`config.mk`:
```
export PLATFORM = sky130hd
export DESIGN_NAME = ecc_point_scalar_multiply_flat
export DESIGN_NICKNAME = d
export VERILOG_FILES = /design/src/sv/ecc_psm_pkg.sv /design/src/sv/ecc_psm_req_if.sv /design/src/sv/ecc_psm_rsp_if.sv /design/src/sv/ecc_psm_div.sv /design/src/sv/ecc_point_scalar_multiply.sv /design/src/flat_wrapper.sv
export SDC_FILE = /design/constraint.sdc
export NUM_CORES = 2
export LEC_CHECK = 0
export BUFFER_PORTS_ARGS = -buffer_cell sky130_fd_sc_hd__clkbuf_2
export CAP_MARGIN = 40
export CORE_ASPECT_RATIO = 0.6
export CORE_MARGIN = 2
export CORE_UTILIZATION = 25
export DETAILED_ROUTE_END_ITERATION = 10
export HOLD_SLACK_MARGIN = 0.15
export PLACE_DENSITY = 0.36
export REMOVE_ABC_BUFFERS = 1
export SYNTH_ARGS = -nofsm -noshare
export SYNTH_HDL_FRONTEND = slang
export SYNTH_SLANG_ARGS = --single-unit
```
`constraint.sdc`:
```
create_clock -name clock -period 16.35 [get_ports clock]
set_input_delay 0.8175 -clock clock [delete_from_list [all_inputs] [get_ports clock]]
set_output_delay 0.8175 -clock clock [all_outputs]
set_load 0.03 [all_outputs]
```
`src/sv/ecc_psm_pkg.sv`:
```
// Shared types and constants for the elliptic-curve point multiplier.
// No dependencies; used by the interfaces, the divider, the top level and the bench.
package ecc_psm_pkg;

   localparam int IO_BITS     = 16;
   localparam int SCALAR_BITS = 16;
   localparam int TERM_AW     = 4;
   localparam int CSR_AW      = 1;

   localparam logic [CSR_AW-1:0]  CSR_PRIME_MODULUS = 1'b0;
   localparam logic [CSR_AW-1:0]  CSR_CURVE_A       = 1'b1;
   localparam logic [IO_BITS-1:0] PRIME_RESET       = 16'd97;
   localparam logic [IO_BITS-1:0] CURVE_A_RESET     = 16'd2;

   typedef enum logic [4:0] {
      S_IDLE, S_RED_A, S_RED_X, S_RED_Y, S_STORE, S_DEN, S_EDIV, S_EMUL, S_EUPD,
      S_EEND, S_D1, S_D2, S_D3, S_A1, S_LAM, S_L2, S_X1, S_X2, S_FX, S_G, S_Y3,
      S_OPEND, S_ARD, S_ALOAD, S_ANEXT, S_DONE
   } state_type;

   typedef enum logic [1:0] {
      STEP_MUL, STEP_DIV, STEP_WAIT
   } step_type;

   typedef struct packed {
      logic start;
      logic long_div;
   } div_ctl_type;

endpackage

```
`src/sv/ecc_psm_req_if.sv`:
```
// Request channel: base point and scalar word.
// Depends on ecc_psm_pkg for the field width.
interface ecc_psm_req_if;
   logic                            valid;
   logic                            ready;
   logic [ecc_psm_pkg::IO_BITS-1:0] base_x;
   logic [ecc_psm_pkg::IO_BITS-1:0] base_y;
   logic [ecc_psm_pkg::IO_BITS-1:0] scalar_k;

   modport source (output valid, base_x, base_y, scalar_k, input ready);
   modport sink (input valid, base_x, base_y, scalar_k, output ready);
endinterface

```
`src/sv/ecc_psm_rsp_if.sv`:
```
// Response channel: resulting point word.
// Depends on ecc_psm_pkg for the field width.
interface ecc_psm_rsp_if;
   logic                            valid;
   logic                            ready;
   logic [ecc_psm_pkg::IO_BITS-1:0] result_x;
   logic [ecc_psm_pkg::IO_BITS-1:0] result_y;
   logic                            at_infinity;

   modport source (output valid, result_x, result_y, at_infinity, input ready);
   modport sink (input valid, result_x, result_y, at_infinity, output ready);
endinterface

```
`src/sv/ecc_psm_div.sv`:
```
// Shared restoring divider, one quotient bit per cycle.
// Depends on ecc_psm_pkg for the control struct.
module ecc_psm_div #(
   parameter int FB = 16
) (
   input  logic                     clock,
   input  logic                     reset,
   input  ecc_psm_pkg::div_ctl_type ctl,
   input  logic [2*FB-1:0]          num,
   input  logic [FB-1:0]            den,
   output logic                     done,
   output logic [FB-1:0]            quo,
   output logic [FB-1:0]            rem
);
   localparam int CW = $clog2(2*FB+1);

   logic [2*FB-1:0] sh_ff, sh_in;
   logic [FB-1:0]   rem_ff, rem_in, den_ff, den_in;
   logic [CW-1:0]   cnt_ff, cnt_in;
   logic            busy_ff, busy_in, done_ff, done_in;
   logic [FB:0]     trial;
   logic            ge;

   always_comb begin
      trial   = {rem_ff, sh_ff[2*FB-1]};
      ge      = (trial >= {1'b0, den_ff});
      sh_in   = sh_ff;
      rem_in  = rem_ff;
      den_in  = den_ff;
      cnt_in  = cnt_ff;
      busy_in = busy_ff;
      done_in = 1'b0;
      if (ctl.start) begin
         den_in  = den;
         rem_in  = '0;
         busy_in = 1'b1;
         if (ctl.long_div) begin
            sh_in  = num;
            cnt_in = CW'(2*FB);
         end else begin
            sh_in  = {num[FB-1:0], {FB{1'b0}}};
            cnt_in = CW'(FB);
         end
      end else if (busy_ff) begin
         rem_in = ge ? FB'(trial - {1'b0, den_ff}) : trial[FB-1:0];
         sh_in  = {sh_ff[2*FB-2:0], ge};
         cnt_in = cnt_ff - CW'(1);
         if (cnt_ff == CW'(1)) begin
            busy_in = 1'b0;
            done_in = 1'b1;
         end
      end
   end

   always_ff @(posedge clock) begin
      sh_ff  <= sh_in;
      rem_ff <= rem_in;
      den_ff <= den_in;
      cnt_ff <= cnt_in;
      if (reset) begin
         busy_ff <= 1'b0;
         done_ff <= 1'b0;
      end else begin
         busy_ff <= busy_in;
         done_ff <= done_in;
      end
   end

   assign done = done_ff;
   assign quo  = sh_ff[FB-1:0];
   assign rem  = rem_ff;
endmodule

```
`src/sv/ecc_point_scalar_multiply.sv`:
```
// Scalar multiplication k*P on y^2 = x^3 + a*x + b over a small prime field.
// Depends on ecc_psm_pkg, ecc_psm_req_if, ecc_psm_rsp_if and ecc_psm_div.
//
// Usage:
//   req_if carries one word (base_x, base_y, scalar_k); rsp_if returns one
//   word (result_x, result_y, at_infinity) per request, in order.
//   csr_we/csr_index/csr_wdata write prime_modulus (0) and curve_a (1);
//   write them only while no request is in flight.
//   One request is worked at a time; req_if.ready is high only when idle.
//   Every field product is reduced by the shared divider, which also runs
//   each extended-Euclid step.
//   A doubling costs about 5 products plus one inversion, an addition about
//   3 products plus one inversion; a 16-bit scalar needs up to 15 doublings
//   and 15 additions. A zero scalar or a modulus below two goes straight to
//   the result without any field arithmetic.
//   The result sits in an output register; a new request is taken while it
//   waits, and the next result waits until rsp_if.ready takes the old one.
//   Reset (synchronous, active high) drops any word in flight and restores
//   prime_modulus = 97 and curve_a = 2.
module ecc_point_scalar_multiply #(
   parameter int FIELD_BITS = 16
) (
   input  logic                                clock,
   input  logic                                reset,
   ecc_psm_req_if.sink                         req_if,
   ecc_psm_rsp_if.source                       rsp_if,
   input  logic                                csr_we,
   input  logic [ecc_psm_pkg::CSR_AW-1:0]      csr_index,
   input  logic [ecc_psm_pkg::IO_BITS-1:0]     csr_wdata
);
   localparam int FB = FIELD_BITS;
   localparam int TW = FIELD_BITS + 2;
   localparam int IW = ecc_psm_pkg::IO_BITS;
   localparam int NT = ecc_psm_pkg::SCALAR_BITS;
   localparam int AW = ecc_psm_pkg::TERM_AW;

   ecc_psm_pkg::state_type state_ff, state_in;
   ecc_psm_pkg::step_type  step_ff, step_in;
   ecc_psm_pkg::div_ctl_type div_ctl;

   logic [IW-1:0] pcfg_ff, acfg_ff;
   logic [FB-1:0] p_ff, p_in, aa_ff, aa_in;
   logic [IW-1:0] k_ff, k_in, kd_ff, kd_in;
   logic [AW-1:0] i_ff, i_in;
   logic          add_ph_ff, add_ph_in, dbl_ff, dbl_in;
   logic [FB-1:0] qx_ff, qx_in, qy_ff, qy_in;
   logic          qinf_ff, qinf_in;
   logic [FB-1:0] accx_ff, accx_in, accy_ff, accy_in;
   logic          accinf_ff, accinf_in;
   logic [FB-1:0] ux_ff, ux_in, uy_ff, uy_in, vx_ff, vx_in, vy_ff, vy_in;
   logic [FB-1:0] wx_ff, wx_in, wy_ff, wy_in;
   logic          winf_ff, winf_in;
   logic [FB-1:0] m_ff, m_in, lam_ff, lam_in, inv_ff, inv_in;
   logic [2*FB-1:0] prod_ff, prod_in;
   logic [FB-1:0] rp_ff, rp_in, rc_ff, rc_in;
   logic signed [TW-1:0] tp_ff, tp_in, tc_ff, tc_in, tq_ff, tq_in;
   logic signed [TW-1:0] q_s, tfix;
   logic [TW-1:0] tpos;

   logic          rsp_valid_ff, rsp_valid_in, rinf_ff, rinf_in;
   logic [IW-1:0] rx_ff, rx_in, ry_ff, ry_in;

   logic [2*FB:0] term_mem [NT];
   logic [2*FB:0] rd_ff;
   logic          mem_we;

   logic          accept, is_mul, mul_done, div_done, ld_out;
   logic [FB-1:0] ma, mb, div_quo, div_rem, pm, rdx, rdy;
   logic [2*FB-1:0] div_num;
   logic          rd_inf;

   function automatic logic [FB-1:0] fadd(input logic [FB-1:0] u, input logic [FB-1:0] v,
                                          input logic [FB-1:0] p);
      logic [FB:0] s;
      s = {1'b0, u} + {1'b0, v};
      return (s >= {1'b0, p}) ? FB'(s - {1'b0, p}) : s[FB-1:0];
   endfunction

   function automatic logic [FB-1:0] fsub(input logic [FB-1:0] u, input logic [FB-1:0] v,
                                          input logic [FB-1:0] p);
      return u - v + ((u < v) ? p : '0);
   endfunction

   assign accept   = req_if.valid && req_if.ready;
   assign pm       = FB'(pcfg_ff);
   assign rd_inf   = rd_ff[2*FB];
   assign rdx      = rd_ff[2*FB-1:FB];
   assign rdy      = rd_ff[FB-1:0];
   assign is_mul   = (state_ff == ecc_psm_pkg::S_RED_A) || (state_ff == ecc_psm_pkg::S_RED_X) ||
                     (state_ff == ecc_psm_pkg::S_RED_Y) || (state_ff == ecc_psm_pkg::S_D1) ||
                     (state_ff == ecc_psm_pkg::S_D2) || (state_ff == ecc_psm_pkg::S_LAM) ||
                     (state_ff == ecc_psm_pkg::S_L2) || (state_ff == ecc_psm_pkg::S_G);
   assign mul_done = is_mul && (step_ff == ecc_psm_pkg::STEP_WAIT) && div_done;
   assign ld_out   = (state_ff == ecc_psm_pkg::S_DONE) && (!rsp_valid_ff || rsp_if.ready);
   assign mem_we   = (state_ff == ecc_psm_pkg::S_STORE);

   always_comb begin
      div_ctl.long_div = is_mul;
      div_ctl.start    = (is_mul && (step_ff == ecc_psm_pkg::STEP_DIV)) ||
                         ((state_ff == ecc_psm_pkg::S_EDIV) &&
                          (step_ff == ecc_psm_pkg::STEP_MUL) && (rc_ff != '0));
      div_num          = is_mul ? prod_ff : (2*FB)'(rp_ff);
   end

   ecc_psm_div #(.FB(FB)) u_div (
      .clock (clock),
      .reset (reset),
      .ctl   (div_ctl),
      .num   (div_num),
      .den   (is_mul ? p_ff : rc_ff),
      .done  (div_done),
      .quo   (div_quo),
      .rem   (div_rem)
   );

   always_comb begin
      ma = m_ff;
      mb = FB'(1);
      case (state_ff)
         ecc_psm_pkg::S_RED_A: ma = aa_ff;
         ecc_psm_pkg::S_RED_X: ma = ux_ff;
         ecc_psm_pkg::S_RED_Y: ma = uy_ff;
         ecc_psm_pkg::S_D1: begin
            ma = ux_ff;
            mb = ux_ff;
         end
         ecc_psm_pkg::S_D2: mb = FB'(3);
         ecc_psm_pkg::S_LAM: mb = inv_ff;
         ecc_psm_pkg::S_L2: begin
            ma = lam_ff;
            mb = lam_ff;
         end
         ecc_psm_pkg::S_G: mb = lam_ff;
         default: ma = m_ff;
      endcase
   end

   always_comb begin
      state_in = state_ff;
      case (state_ff)
         ecc_psm_pkg::S_IDLE:
            if (accept) begin
               if ((pm < FB'(2)) || (req_if.scalar_k == '0)) state_in = ecc_psm_pkg::S_DONE;
               else state_in = ecc_psm_pkg::S_RED_A;
            end
         ecc_psm_pkg::S_RED_A: if (mul_done) state_in = ecc_psm_pkg::S_RED_X;
         ecc_psm_pkg::S_RED_X: if (mul_done) state_in = ecc_psm_pkg::S_RED_Y;
         ecc_psm_pkg::S_RED_Y: if (mul_done) state_in = ecc_psm_pkg::S_STORE;
         ecc_psm_pkg::S_STORE: begin
            if (kd_ff[IW-1:1] != '0) begin
               state_in = qinf_ff ? ecc_psm_pkg::S_STORE : ecc_psm_pkg::S_DEN;
            end else begin
               state_in = (i_ff == '0) ? ecc_psm_pkg::S_DONE : ecc_psm_pkg::S_ARD;
            end
         end
         ecc_psm_pkg::S_DEN: state_in = ecc_psm_pkg::S_EDIV;
         ecc_psm_pkg::S_EDIV: begin
            if ((step_ff == ecc_psm_pkg::STEP_MUL) && (rc_ff == '0)) begin
               state_in = ecc_psm_pkg::S_EEND;
            end else if ((step_ff == ecc_psm_pkg::STEP_WAIT) && div_done) begin
               state_in = ecc_psm_pkg::S_EMUL;
            end
         end
         ecc_psm_pkg::S_EMUL: state_in = ecc_psm_pkg::S_EUPD;
         ecc_psm_pkg::S_EUPD: state_in = ecc_psm_pkg::S_EDIV;
         ecc_psm_pkg::S_EEND: begin
            if (rp_ff != FB'(1)) state_in = ecc_psm_pkg::S_OPEND;
            else state_in = dbl_ff ? ecc_psm_pkg::S_D1 : ecc_psm_pkg::S_A1;
         end
         ecc_psm_pkg::S_D1: if (mul_done) state_in = ecc_psm_pkg::S_D2;
         ecc_psm_pkg::S_D2: if (mul_done) state_in = ecc_psm_pkg::S_D3;
         ecc_psm_pkg::S_D3: state_in = ecc_psm_pkg::S_LAM;
         ecc_psm_pkg::S_A1: state_in = ecc_psm_pkg::S_LAM;
         ecc_psm_pkg::S_LAM: if (mul_done) state_in = ecc_psm_pkg::S_L2;
         ecc_psm_pkg::S_L2: if (mul_done) state_in = ecc_psm_pkg::S_X1;
         ecc_psm_pkg::S_X1: state_in = ecc_psm_pkg::S_X2;
         ecc_psm_pkg::S_X2: state_in = ecc_psm_pkg::S_FX;
         ecc_psm_pkg::S_FX: state_in = ecc_psm_pkg::S_G;
         ecc_psm_pkg::S_G: if (mul_done) state_in = ecc_psm_pkg::S_Y3;
         ecc_psm_pkg::S_Y3: state_in = ecc_psm_pkg::S_OPEND;
         ecc_psm_pkg::S_OPEND:
            state_in = add_ph_ff ? ecc_psm_pkg::S_ANEXT : ecc_psm_pkg::S_STORE;
         ecc_psm_pkg::S_ARD: begin
            if (k_ff[i_ff]) state_in = ecc_psm_pkg::S_ALOAD;
            else if (i_ff == '0) state_in = ecc_psm_pkg::S_DONE;
         end
         ecc_psm_pkg::S_ALOAD:
            state_in = (rd_inf || accinf_ff) ? ecc_psm_pkg::S_ANEXT : ecc_psm_pkg::S_DEN;
         ecc_psm_pkg::S_ANEXT:
            state_in = (i_ff == '0) ? ecc_psm_pkg::S_DONE : ecc_psm_pkg::S_ARD;
         ecc_psm_pkg::S_DONE: if (ld_out) state_in = ecc_psm_pkg::S_IDLE;
         default: state_in = ecc_psm_pkg::S_IDLE;
      endcase
   end

   always_comb begin
      p_in = p_ff;       aa_in = aa_ff;     k_in = k_ff;       kd_in = kd_ff;
      i_in = i_ff;       add_ph_in = add_ph_ff;                dbl_in = dbl_ff;
      qx_in = qx_ff;     qy_in = qy_ff;     qinf_in = qinf_ff;
      accx_in = accx_ff; accy_in = accy_ff; accinf_in = accinf_ff;
      ux_in = ux_ff;     uy_in = uy_ff;     vx_in = vx_ff;     vy_in = vy_ff;
      wx_in = wx_ff;     wy_in = wy_ff;     winf_in = winf_ff;
      m_in = m_ff;       lam_in = lam_ff;   inv_in = inv_ff;   prod_in = prod_ff;
      rp_in = rp_ff;     rc_in = rc_ff;     tp_in = tp_ff;     tc_in = tc_ff;
      tq_in = tq_ff;     step_in = step_ff;
      q_s   = TW'(div_quo);
      tfix  = tp_ff + ((tp_ff < 0) ? TW'(p_ff) : TW'(0));
      tpos  = tfix;
      rsp_valid_in = rsp_valid_ff;
      rx_in = rx_ff;     ry_in = ry_ff;     rinf_in = rinf_ff;

      if (rsp_valid_ff && rsp_if.ready) rsp_valid_in = 1'b0;
      if (ld_out) begin
         rsp_valid_in = 1'b1;
         rinf_in      = accinf_ff;
         rx_in        = accinf_ff ? '0 : IW'(accx_ff);
         ry_in        = accinf_ff ? '0 : IW'(accy_ff);
      end

      if (is_mul) begin
         case (step_ff)
            ecc_psm_pkg::STEP_MUL: begin
               prod_in = (2*FB)'(ma) * (2*FB)'(mb);
               step_in = ecc_psm_pkg::STEP_DIV;
            end
            ecc_psm_pkg::STEP_DIV: step_in = ecc_psm_pkg::STEP_WAIT;
            ecc_psm_pkg::STEP_WAIT: if (div_done) step_in = ecc_psm_pkg::STEP_MUL;
            default: step_in = ecc_psm_pkg::STEP_MUL;
         endcase
      end

      case (state_ff)
         ecc_psm_pkg::S_IDLE: begin
            if (accept) begin
               p_in      = pm;
               aa_in     = FB'(acfg_ff);
               ux_in     = FB'(req_if.base_x);
               uy_in     = FB'(req_if.base_y);
               k_in      = req_if.scalar_k;
               kd_in     = req_if.scalar_k;
               i_in      = '0;
               add_ph_in = 1'b0;
               accinf_in = 1'b1;
            end
         end
         ecc_psm_pkg::S_RED_A: if (mul_done) aa_in = div_rem;
         ecc_psm_pkg::S_RED_X: if (mul_done) qx_in = div_rem;
         ecc_psm_pkg::S_RED_Y: begin
            if (mul_done) begin
               qy_in   = div_rem;
               qinf_in = 1'b0;
            end
         end
         ecc_psm_pkg::S_STORE: begin
            if (kd_ff[IW-1:1] != '0) begin
               kd_in  = kd_ff >> 1;
               i_in   = i_ff + AW'(1);
               ux_in  = qx_ff;
               uy_in  = qy_ff;
               vx_in  = qx_ff;
               dbl_in = 1'b1;
            end else begin
               accx_in   = qx_ff;
               accy_in   = qy_ff;
               accinf_in = qinf_ff;
               add_ph_in = 1'b1;
               if (i_ff != '0) i_in = i_ff - AW'(1);
            end
         end
         ecc_psm_pkg::S_DEN: begin
            rp_in = p_ff;
            rc_in = dbl_ff ? fadd(uy_ff, uy_ff, p_ff) : fsub(vx_ff, ux_ff, p_ff);
            tp_in = '0;
            tc_in = TW'(1);
         end
         ecc_psm_pkg::S_EDIV: begin
            if ((step_ff == ecc_psm_pkg::STEP_MUL) && (rc_ff != '0)) begin
               step_in = ecc_psm_pkg::STEP_WAIT;
            end else if ((step_ff == ecc_psm_pkg::STEP_WAIT) && div_done) begin
               step_in = ecc_psm_pkg::STEP_MUL;
            end
         end
         ecc_psm_pkg::S_EMUL: tq_in = tc_ff * q_s;
         ecc_psm_pkg::S_EUPD: begin
            tp_in = tc_ff;
            tc_in = tp_ff - tq_ff;
            rp_in = rc_ff;
            rc_in = div_rem;
         end
         ecc_psm_pkg::S_EEND: begin
            if (rp_ff != FB'(1)) winf_in = 1'b1;
            else inv_in = (tpos >= TW'(p_ff)) ? FB'(tpos - TW'(p_ff)) : FB'(tpos);
         end
         ecc_psm_pkg::S_D1: if (mul_done) m_in = div_rem;
         ecc_psm_pkg::S_D2: if (mul_done) m_in = div_rem;
         ecc_psm_pkg::S_D3: m_in = fadd(m_ff, aa_ff, p_ff);
         ecc_psm_pkg::S_A1: m_in = fsub(vy_ff, uy_ff, p_ff);
         ecc_psm_pkg::S_LAM: if (mul_done) lam_in = div_rem;
         ecc_psm_pkg::S_L2: if (mul_done) m_in = div_rem;
         ecc_psm_pkg::S_X1: wx_in = fsub(m_ff, ux_ff, p_ff);
         ecc_psm_pkg::S_X2: wx_in = fsub(wx_ff, vx_ff, p_ff);
         ecc_psm_pkg::S_FX: m_in = fsub(ux_ff, wx_ff, p_ff);
         ecc_psm_pkg::S_G: if (mul_done) m_in = div_rem;
         ecc_psm_pkg::S_Y3: begin
            wy_in   = fsub(m_ff, uy_ff, p_ff);
            winf_in = 1'b0;
         end
         ecc_psm_pkg::S_OPEND: begin
            if (add_ph_ff) begin
               accx_in   = wx_ff;
               accy_in   = wy_ff;
               accinf_in = winf_ff;
            end else begin
               qx_in   = wx_ff;
               qy_in   = wy_ff;
               qinf_in = winf_ff;
            end
         end
         ecc_psm_pkg::S_ARD: if (!k_ff[i_ff] && (i_ff != '0)) i_in = i_ff - AW'(1);
         ecc_psm_pkg::S_ALOAD: begin
            if (rd_inf) begin
               accinf_in = accinf_ff;
            end else if (accinf_ff) begin
               accx_in   = rdx;
               accy_in   = rdy;
               accinf_in = 1'b0;
            end else begin
               ux_in  = rdx;
               uy_in  = rdy;
               dbl_in = (rdx == accx_ff) && (rdy == accy_ff);
               vx_in  = ((rdx == accx_ff) && (rdy == accy_ff)) ? rdx : accx_ff;
               vy_in  = accy_ff;
            end
         end
         ecc_psm_pkg::S_ANEXT: if (i_ff != '0) i_in = i_ff - AW'(1);
         default: i_in = i_ff;
      endcase
   end

   always_ff @(posedge clock) begin
      if (mem_we) term_mem[i_ff] <= {qinf_ff, qx_ff, qy_ff};
      rd_ff <= term_mem[i_ff];
   end

   always_ff @(posedge clock) begin
      p_ff <= p_in;       aa_ff <= aa_in;     k_ff <= k_in;       kd_ff <= kd_in;
      i_ff <= i_in;       add_ph_ff <= add_ph_in;                 dbl_ff <= dbl_in;
      qx_ff <= qx_in;     qy_ff <= qy_in;     qinf_ff <= qinf_in;
      accx_ff <= accx_in; accy_ff <= accy_in; accinf_ff <= accinf_in;
      ux_ff <= ux_in;     uy_ff <= uy_in;     vx_ff <= vx_in;     vy_ff <= vy_in;
      wx_ff <= wx_in;     wy_ff <= wy_in;     winf_ff <= winf_in;
      m_ff <= m_in;       lam_ff <= lam_in;   inv_ff <= inv_in;   prod_ff <= prod_in;
      rp_ff <= rp_in;     rc_ff <= rc_in;     tp_ff <= tp_in;     tc_ff <= tc_in;
      tq_ff <= tq_in;
      rx_ff <= rx_in;     ry_ff <= ry_in;     rinf_ff <= rinf_in;
      if (reset) begin
         state_ff     <= ecc_psm_pkg::S_IDLE;
         step_ff      <= ecc_psm_pkg::STEP_MUL;
         rsp_valid_ff <= 1'b0;
         pcfg_ff      <= ecc_psm_pkg::PRIME_RESET;
         acfg_ff      <= ecc_psm_pkg::CURVE_A_RESET;
      end else begin
         state_ff     <= state_in;
         step_ff      <= step_in;
         rsp_valid_ff <= rsp_valid_in;
         if (csr_we && (csr_index == ecc_psm_pkg::CSR_PRIME_MODULUS)) pcfg_ff <= csr_wdata;
         if (csr_we && (csr_index == ecc_psm_pkg::CSR_CURVE_A)) acfg_ff <= csr_wdata;
      end
   end

   assign req_if.ready       = (state_ff == ecc_psm_pkg::S_IDLE);
   assign rsp_if.valid       = rsp_valid_ff;
   assign rsp_if.result_x    = rx_ff;
   assign rsp_if.result_y    = ry_ff;
   assign rsp_if.at_infinity = rinf_ff;

   a_inf_zero: assert property (@(posedge clock) disable iff (reset)
      (rsp_valid_ff && rinf_ff) |-> ((rx_ff == '0) && (ry_ff == '0)))
      else $error("infinity result with non-zero coordinates");

   a_rsp_from_done: assert property (@(posedge clock) disable iff (reset)
      $rose(rsp_valid_ff) |-> ($past(state_ff) == ecc_psm_pkg::S_DONE))
      else $error("response raised outside completion");

   a_inv_range: assert property (@(posedge clock) disable iff (reset)
      ((state_ff == ecc_psm_pkg::S_EEND) && (rp_ff == FB'(1))) |=> (inv_ff < p_ff))
      else $error("inverse not reduced");

   a_div_idle: assert property (@(posedge clock) disable iff (reset)
      div_ctl.start |=> !div_done)
      else $error("divider finished straight after start");
endmodule

```
`src/flat_wrapper.sv`:
```
// flat-port wrapper written by rule: the top's interface ports become plain ports
module ecc_point_scalar_multiply_flat 
#(
   parameter int FIELD_BITS = 16
)
  (clock, reset, csr_we, csr_index, csr_wdata, req_if_valid, req_if_base_x, req_if_base_y, req_if_scalar_k, req_if_ready, rsp_if_valid, rsp_if_result_x, rsp_if_result_y, rsp_if_at_infinity, rsp_if_ready);
  ecc_psm_req_if req_if_i ();
  ecc_psm_rsp_if rsp_if_i ();
  input  logic clock;
  input  logic reset;
  input  logic csr_we;
  input  logic [ecc_psm_pkg::CSR_AW-1:0] csr_index;
  input  logic [ecc_psm_pkg::IO_BITS-1:0] csr_wdata;
  input wire logic [$bits(req_if_i.valid)-1:0] req_if_valid;
  input wire logic [$bits(req_if_i.base_x)-1:0] req_if_base_x;
  input wire logic [$bits(req_if_i.base_y)-1:0] req_if_base_y;
  input wire logic [$bits(req_if_i.scalar_k)-1:0] req_if_scalar_k;
  output wire logic [$bits(req_if_i.ready)-1:0] req_if_ready;
  output wire logic [$bits(rsp_if_i.valid)-1:0] rsp_if_valid;
  output wire logic [$bits(rsp_if_i.result_x)-1:0] rsp_if_result_x;
  output wire logic [$bits(rsp_if_i.result_y)-1:0] rsp_if_result_y;
  output wire logic [$bits(rsp_if_i.at_infinity)-1:0] rsp_if_at_infinity;
  input wire logic [$bits(rsp_if_i.ready)-1:0] rsp_if_ready;
  assign req_if_i.valid = req_if_valid;
  assign req_if_i.base_x = req_if_base_x;
  assign req_if_i.base_y = req_if_base_y;
  assign req_if_i.scalar_k = req_if_scalar_k;
  assign req_if_ready = req_if_i.ready;
  assign rsp_if_valid = rsp_if_i.valid;
  assign rsp_if_result_x = rsp_if_i.result_x;
  assign rsp_if_result_y = rsp_if_i.result_y;
  assign rsp_if_at_infinity = rsp_if_i.at_infinity;
  assign rsp_if_i.ready = rsp_if_ready;
  ecc_point_scalar_multiply #(.FIELD_BITS(FIELD_BITS)) u_core (.clock(clock), .reset(reset), .req_if(req_if_i), .rsp_if(rsp_if_i), .csr_we(csr_we), .csr_index(csr_index), .csr_wdata(csr_wdata));
endmodule
```
==> results.json <==
{
  "std_cell_rows": 151,
  "slowest_stage": "dfxtp_1",
  "cts_buffers": 114,
  "drc": 0,
  "rsz0062_at_grt": "no",
  "status": "finished, final reports clean",
  "drive_gt1_share_pct": 11.0,
  "cts_hold_buf": 0,
  "async_flop_share_pct": 0,
  "crit_top_cell": "fa_1",
  "grtUsageTotal_pct": 19.8,
  "period_needed_ns": 9.33,
  "cp-end-kind": "flip-flop",
  "cts.htree.levels": 3,
  "yosysSeqAreaShare_pct": 45.2,
  "drtPass1Iterations": 7,
  "place.gp.congestion": 0.977,
  "die_h_um": 418,
  "nNetsFinal": 7463,
  "fp.dieW_um": 693,
  "tightest_slew_ns": 1.01,
  "slew_headroom_pct": 32.8,
  "clock-sinks": 1104,
  "fillers": 29300,
  "clkLatencyLatePin_ns": 0.79,
  "clock-root-buffer": "clkbuf_16",
  "drtIter0Drc": 5969,
  "multi_input_area_mm2": 0.0354,
  "final_core_util_pct": 28.8,
  "hp-class": "in -> reg",
  "path_clk_slew_ns": 0.07,
  "routedWlPerCell_um": 27.9,
  "initial_core_util_pct": 25.2,
  "critPathKind": "reg -> reg",
  "startpoint_type": "flip-flop",
  "core-area_mm2": 0.283,
  "grt.overflow.total": 0,
  "hold_violations": 0,
  "cts-resized-gates": 0,
  "syn_avg_cell_area_um2": 11.2,
  "postSynthCellCount": 6359,
  "critPathMaxFanout": 28,
  "antenna_left": 0,
  "worst_ep_arrival_time_ns": 9.82,
  "required_ns": 16.84,
  "clockBufferDepth": 3,
  "setup_viol_count_final": 0,
  "max_freq_mhz": 107,
  "final_cell_mix": "nand2_1 (1059), edfxtp_1 (1013), inv_1 (770)",
  "tritoncts": "done",
  "grt_pass1_wl_um": 402000,
  "area_growth_pct": 14.2,
  "finalMaxSlewViolations": 0,
  "post_cts_buffers": 0,
  "regArea_mm2": 0.0322,
  "grt_max_degree": 57,
  "avgViaCountPerCell": 4.93,
  "dpl.hpwl_um": 224000,
  "syn-cell-area_mm2": 0.0713,
  "final_common_cell": "nand2_1",
  "worst_clock_skew_ns": 0.0516,
  "first_global_vias": 49600,
  "dr_total_vias": 51200,
  "synth_edf_count": 1013,
  "ios": 105,
  "drt-total-wl_um": 290000,
  "die-area_mm2": 0.289,
  "slowest_delay_ns": 0.92,
  "synth_cell_type_count": 82,
  "antenna_found_initial": 48,
  "ys_ff_latch": 1104,
  "synth_warnings": 0,
  "drv_cap": 0,
  "port_buffers": 104,
  "yosys_most_used_dff": "edfxtp_1",
  "fin_crit_sh_pct": 57.1,
  "setup_tns_ns": 0
}
-- metrics by stage --
step                      hold WS, ns  area [um^2]  std cells  setup WS [ns]
final                           0.269        81400      10400           7.02
after global routing            0.230        81400      10400           6.73
after CTS                       0.207        81300      10400           7.20
after detailed placement        0.456        77400      10200           7.29
after global placement          0.450        76800      10100           6.96
after floorplan                 0.408        70400       6124           8.47
-- worst max-delay path, delay by kind of cell (launching register included) --
| family | cells | cell delay [ns] |
|---|---|---|
| adder cells (fa/ha/maj) | 7 | 3.41 |
| AND/OR/NAND/NOR | 8 | 2.12 |
| AO/OA/AOI/OAI | 5 | 1.63 |
| flip-flops | 1 | 0.92 |
| buffers and inverters | 5 | 0.80 |
| XOR/XNOR | 1 | 0.14 |
-- state kept, by name (all words and copies together), names as in the netlist, 18 cells and up --
name and cells:
u_core.tp_ff 18, u_core.tq_ff 18, u_core.prod_ff 32, u_core.term_mem 528, u_core.tc_ff 18, u_core.u_div.sh_ff 32
u_core.rd_ff 33
-- cell families (layout without fill, tap and decap cells) --
| kind of cell | count (synthesis) | in the layout | share of synthesized area (%) |
|---|---|---|---|
| and+or+nand+nor | 1990 | 1990 | 12.4 |
| DFF | 1104 | 1104 | 45.2 |
| buffers and inverters | 1008 | 1279 | 5.35 |
| AOI/OAI and AO/OA | 888 | 888 | 8.00 |
| adders and majority gates | 864 | 864 | 19.4 |
| xor gates and xnor gates | 275 | 275 | 3.38 |
| muxes | 230 | 230 | 6.25 |
| other | 0 | 7 | 0 |
-- Yosys cell counts, drive strengths merged, types with 32 or more instances --
cell type,instances,share of area [%]
nand2,1060,5.6
edfxtp,1013,43
inv,771,4.1
ha,464,8.1
fa,399,11
nor2,322,1.7
a21oi,249,1.8
clkbuf,203,1.1
o21ai,203,1.4
xnor2,179,2.2
mux4,170,5.4
nand3,117,0.82
and2,105,0.92
xor2,96,1.2
dfxtp,91,2.6
a21o,82,0.86
nor3,73,0.51
nor2b,66,0.58
o21a,51,0.54
nand2b,47,0.41
a31oi,43,0.38
mux2i,42,0.59
and3,40,0.35
nand4,40,0.35
a22oi,36,0.38
nor4,34,0.30
buf,32,0.21
-- routing by layer --
layer  share of wire (%)  GRT usage (%)  vias up
met1                  55           34.1    26400
met4                 1.3           2.63        6
met2                  34           23.0     2059
met3                  10           5.93      235
li1                    -              -    22500
met5               0.013              0        -
-- cell type report --
type	instances	area share [%]
Multi-Input combinational cell	4247	43.5
Sequential cell	1104	39.6
Tap cell	3748	5.76
Clock buffer	150	3.86
Inverter	773	3.56
Timing Repair Buffer	290	2.69
Clock inverter	66	0.990
Antenna cell	7	0.0215
-- worst paths after layout --
kind                                          start                 end  slack [ns]  cells past startpoint
worst max register to register   u_core.state_ff[1]  u_core.prod_ff[31]        7.02                     26
worst max-delay path             u_core.state_ff[1]  u_core.prod_ff[31]        7.02                     26
worst min register to register   u_core.pcfg_ff[14]     u_core.p_ff[14]        0.47                      0
worst min-delay path            req_if_scalar_k[14]     u_core.k_ff[14]        0.27                      1
Power is not shown: default switching activity piles up to over one toggle a cycle in this logic, so the estimate is an artifact.
